<file path="config.mk">
export PLATFORM = sky130hd
export DESIGN_NAME = ctns_div
export DESIGN_NICKNAME = d
export VERILOG_FILES = /design/src/rtl/ctns_div.sv
export SDC_FILE = /design/constraint.sdc
export NUM_CORES = 2
export LEC_CHECK = 0
export CORE_MARGIN = 2
export CORE_UTILIZATION = 58
export DETAILED_ROUTE_END_ITERATION = 12
export DONT_BUFFER_PORTS = 1
export MAX_ROUTING_LAYER = met4
export PLACE_DENSITY = 0.76
export SLEW_MARGIN = 20
export SYNTH_ARGS = -nofsm -noshare
export SYNTH_HDL_FRONTEND = slang
export SYNTH_SLANG_ARGS = --single-unit
</file>
<file path="constraint.sdc">
create_clock -name clk -period 5.5 [get_ports clk]
set_input_delay 1.65 -clock clk [delete_from_list [all_inputs] [get_ports clk]]
set_output_delay 1.65 -clock clk [all_outputs]
set_load 0.01 [all_outputs]
</file>
<file path="src/rtl/ctns_div.sv">
`timescale 1ns / 1ps
// ----------------------------------------------------------------------------
// ctns_div
// Pipelined restoring divider, one quotient bit per stage, overflow flag.
// ----------------------------------------------------------------------------
module ctns_div #(
	parameter int NW = 48,
	parameter int DW = 32,
	parameter int QW = 32
) (
	input  logic          clk,
	input  logic          en,
	input  logic [NW-1:0] num,
	input  logic [DW-1:0] den,
	input  logic          neg,
	output logic [QW-1:0] quo,
	output logic          ovf,
	output logic          neg_o
);
	localparam int CW = (NW > DW) ? NW : DW;

	logic [DW-1:0] rem_s [0:QW];
	logic [QW-1:0] lo_s  [0:QW];
	logic [QW-1:0] quo_s [0:QW];
	logic          ovf_s [0:QW];
	logic          neg_s [0:QW];

	// quotient overflows when the top part already holds the divisor
	always_ff @(posedge clk) begin
		if (en) begin
			rem_s[0] <= DW'(num >> QW);
			lo_s[0]  <= num[QW-1:0];
			quo_s[0] <= '0;
			ovf_s[0] <= CW'(num >> QW) >= CW'(den);
			neg_s[0] <= neg;
		end
	end

	for (genvar g = 1; g <= QW; g++) begin : g_step
		logic [DW:0] trial;
		logic        fit;
		always_comb begin
			trial = {rem_s[g-1], lo_s[g-1][QW-1]};
			fit = trial >= {1'b0, den};
		end
		always_ff @(posedge clk) begin
			if (en) begin
				rem_s[g] <= fit ? DW'(trial - {1'b0, den}) : DW'(trial);
				lo_s[g]  <= lo_s[g-1] << 1;
				quo_s[g] <= {quo_s[g-1][QW-2:0], fit};
				ovf_s[g] <= ovf_s[g-1];
				neg_s[g] <= neg_s[g-1];
			end
		end
	end

	assign quo   = quo_s[QW];
	assign ovf   = ovf_s[QW];
	assign neg_o = neg_s[QW];

endmodule

</file>
# Yosys cells after proc, flatten, opt, wreduce, memory -nomap -nowiden
# Memory sizes are Yosys's and may differ from the RTL's.
# Cells that the tools add are included.
classes:
  addsub: 32
  magnitude_cmp: 33
  n_mux: 34
op_table:
  columns: ["op", "count"]
  rows:
  - ["$ge A33 B32 Y1", 32]
  - ["$mux W32", 32]
  - ["$sub A32 B32 Y32", 32]
  - ["$ge A16 B32 Y1", 1]
  - ["$mux W1", 2]
totals:
  regBits: 0
  ram_bits: 3234
  word_cells: 104
  n_memories: 5
memory_table:
  columns: ["memory", "words", "word_bits", "rd", "rd_ports_with_merged_regs", "write_ports", "line_no", "text"]
  rows:
  - ["lo_s", 33, 32, 32, 0, 33, "23", "logic [QW-1:0] lo_s [0:QW];"]
  - ["quo_s", 33, 32, 33, 0, 33, "24", "logic [QW-1:0] quo_s [0:QW];"]
  - ["rem_s", 33, 32, 32, 0, 33, "22", "logic [DW-1:0] rem_s [0:QW];"]
  - ["neg_s", 33, 1, 33, 0, 33, "26", "logic neg_s [0:QW];"]
  - ["ovf_s", 33, 1, 33, 0, 33, "25", "logic ovf_s [0:QW];"]

# Depth between registers and ports, before layout
depth:
  ltp_word: 2
  ltp_mapped: 16
  ltp_nobuf: 15

# Worst setup path before layout
# No wires, ideal clock.
synth_timing:
  kind: "input port to flip-flop"
  from: "input den[1]"
  to: "memory rem_s[5][6] (netlist: rem_s[0][166]) (data pin)"
  setup_time_ps: 262
  arrival_ps: 5197
  path_slack_ps: 41
  stages: 13
  n_path_buf: 1
  cell_sequence: "inv_1 ha_1 nor2b_1 o31ai_2 a211oi_2 a211oi_2 nor4_1 o21a_1 o31ai_4 a2111oi_2 a2111oi_4 buf_6 mux2_1"
synth_lines:
  columns: ["element", "line_no", "text"]
  rows:
  - ["from (decl)", "14", "input logic [DW-1:0] den,"]
  - ["to (decl)", "22", null]

==> run_results.csv <==
group,metric,value,unit
timing,period_share,0.891,
power,p_per_area,622,nW/um2
worst_hold_path,hp-class,"reg -> reg",
timing,setup_violations,0,
logic_synthesis,async_reset_ff_frac,0,
global_routing,grt_max_degree,233,
timing,skew,0.0329,ns
global_routing,grt-ovfl-total,0,
place,place.gp.congestion,0.988,
routing,vias_per_cell,6.21,
die,core,213000,um2
logic_synthesis,synth_edf_count,2130,
critical_path,cpMostUsedCell,"buf_16",
cells_and_area,fin_nets,12672,
logic_synthesis,synth-main-ff-cell,"edfxtp_1",
routing,drt-met1-wl,135000,um
logic_synthesis,yosysTopAreaCellShare,0.515,
place,io_buffers,0,
cells_and_area,mostFrequentLayoutCells,"edfxtp_1 (2130), a21oi_1 (1057), ha_1 (1025), nand2_1 (956), o21ai_0 (864)",
worst_hold_path,hp-start,"lo_s[0][368]",
logic_synthesis,ys_seq_area_frac,0.515,
outcome,status,"finished clean",
logic_synthesis,synth_top_cell_by_area,"edfxtp_1",
cts,htreeDepth,4,
timing,rsz0062_at_grt,"false",
logic_synthesis,synth_area_leaders,"edfxtp_1 (51%), ha_1 (10%), a21oi_1 (4.3%), o21ai_0 (3.5%), xnor2_1 (3.3%)",
global_routing,grt_pass1_wl,499000,um
critical_path,path_class,"in -> reg",
run,drv_cap,0,
cts,cts_buffer_depth,3,
cts,cts_setup_buffers,0,
critical_path,crit_path_top_delay_cell,"buf_16",
critical_path,cp_cell_sequence,"buf_16, buf_16, buf_16, buf_16, buf_16, buf_16, buf_16",
cells_and_area,layout_commonest_cell,"edfxtp_1",
logic_synthesis,yosys.cell_types.count,96,
logic_synthesis,avgSynthCellArea,11.3,um2
global_routing,grt_usage,0.304,
routing,wl_per_cell,22.6,um
logic_synthesis,synth-seq-cells,2130,
cells_and_area,stdcell_area,140000,um2
routing,drc,0,
timing,worst_pin_slew,1.10,ns
cts,cts_tree,"done",
critical_path,cp_top_family,"buffers and inverters",
cts,clock-sinks,2130,
cells_and_area,synthToLayoutAreaGrowth,12.9,%
cells_and_area,drive_above_1_share,0.118,
critical_path,crit_path_end_kind,"flop",
global_routing,antenna_found_initial,10,
logic_synthesis,netlist_area,124000,um2
critical_path,worstPathRequired,6.00,ns
logic_synthesis,syn-instance-count,11013,
timing,maxSlewViolCount,0,
routing,maxUsedRoutingLayer,"met4",
routing,antenna_left,0,
critical_path,cp_slowest_stage_delay,0.52,ns
timing,fin_hold_ws,0.403,ns
critical_path,crit_path_start,"en",
cts,clkLatencyLatePin,0.88,ns
critical_path,crit_path_start_kind,"input pin",
place,hpwl,239000,um
global_routing,grt_pass1_vias,87408,
cells_and_area,fin_util,0.660,
timing,max_slew_margin,0.266,
die,die_area,218000,um2
place,placed_cell_area,132000,um2
critical_path,worstPathArrival,5.39,ns
routing,drtPass1Iterations,6,
critical_path,crit_buf_inv,7,
power,leakage,55.5,nW
cts,numCtsBuffers,223,
die,die_y,467,um
routing,wl_met3,20500,um
routing,wl_met2,155000,um
routing,dr_total_vias,90335,
timing,hold_violations,0,
timing,period_needed,4.90,ns
die,fp-row-count,169,
power,vdd_ir_drop_max,0.418,mV
routing,wl,328000,um
critical_path,worstReg2RegStart,"lo_s[0][223]",
die,initial_core_util,0.584,
die,fp.dieW,467,um
timing,fmax,0.204,GHz
cts,path_clk_slew,0.06,ns
critical_path,crit_path_max_fanout,145,
cts,root_buffer,"clkbuf_16",
logic_synthesis,syn-num-nets,12152,
die,top_level_ports,117,
routing,drt_iter0_markers,7838,
cts,post_cts_resized,0,
logic_synthesis,yosys_warnings,0,
what timing repair did:
item,4_1_cts,5_1_grt
hold buffers,0,0
endpoints found under the setup margin,138,109
gates cloned,2,1
power by group:
part	internal [W]	leakage, nW	switching (W)
clock network	0.00900	3.66	0.00660
logic	0.0196	31.0	0.0242
registers	0.0249	20.9	0.00298
total	0.0535	55.5	0.0337
per-layer routing:
layer | global-route usage | vias to the layer above
li1 | - | 42829
met1 | 0.381 | 43412
met2 | 0.493 | 3284
met3 | 0.0393 | 810
met4 | 0.142 | 0
met5 | - | -
cells by family after synthesis:
logic type,count (synthesis),share of synthesized area
multiplexers,341,0.0307
AO/OA/AOI/OAI,3384,0.168
flip-flops,2130,0.515
XOR/XNOR,836,0.0590
adder cells (fa/ha/maj),1056,0.108
AND/OR/NAND/NOR,2616,0.0983
buffers and inverters,650,0.0207
sequential cells by signal (all words and copies together) (netlist names):
register	flops
lo_s	528
neg_s	33
ovf_s	33
quo_s	528
rem_s	1008
synth_stat cells (all sizes together) (14+ instances only):
cell type / number
edfxtp: 2130
a21oi: 1063
ha: 1025
nand2: 957
o21ai: 920
nor2: 637
a21o: 507
xnor2: 475
xor2: 361
inv: 348
mux2: 313
clkbuf: 229
nand4: 182
nand3: 164
nor2b: 129
o21bai: 125
nor3: 124
nand2b: 123
o21a: 121
a31oi: 116
and3: 76
buf: 73
a211oi: 71
o31ai: 70
a21boi: 53
nor4: 39
o211ai: 38
a211o: 34
and2: 34
and4: 34
fa: 31
or2: 30
or3: 30
mux2i: 28
a31o: 24
a41oi: 21
a221oi: 20
a221o: 19
o31a: 18
o41ai: 18
a2111oi: 17
a311oi: 15
nor3b: 14
o2111ai: 14
o221ai: 14
metrics by stage:
stage               setup slack, ns  std cells  TNS, ns  total power (W)
finish                        0.602      14552        0           0.0872
global route                  0.246      14549        0           0.0929
detailed placement            -1.37      14124  -294.04           0.0708
CTS                           0.283      14543        0           0.0869
floorplan                    0.0410      11013        0           0.0576
global placement             -0.925      14119  -217.10           0.0697
worst paths after layout:
check / end / slack [ns] / depth (start not counted)
min: lo_s[0][401] / 0.40 / 0
max reg2reg: rem_s[0][254] / 1.36 / 16
max: lo_s[0][402] / 0.60 / 7
min reg2reg: lo_s[0][401] / 0.40 / 0
cell type report:
cell class,count,area (um2)
clock buffers,249,5680
flip-flops and latches,2130,64000
clock inverters,168,1990
inverters,348,1310
well taps,2821,3530
fillers,15796,72300
repair buffers,597,5790
multi-input cells,8233,57900
diodes,6,15.0
No activity file was read; power rests on OpenSTA's default activity.
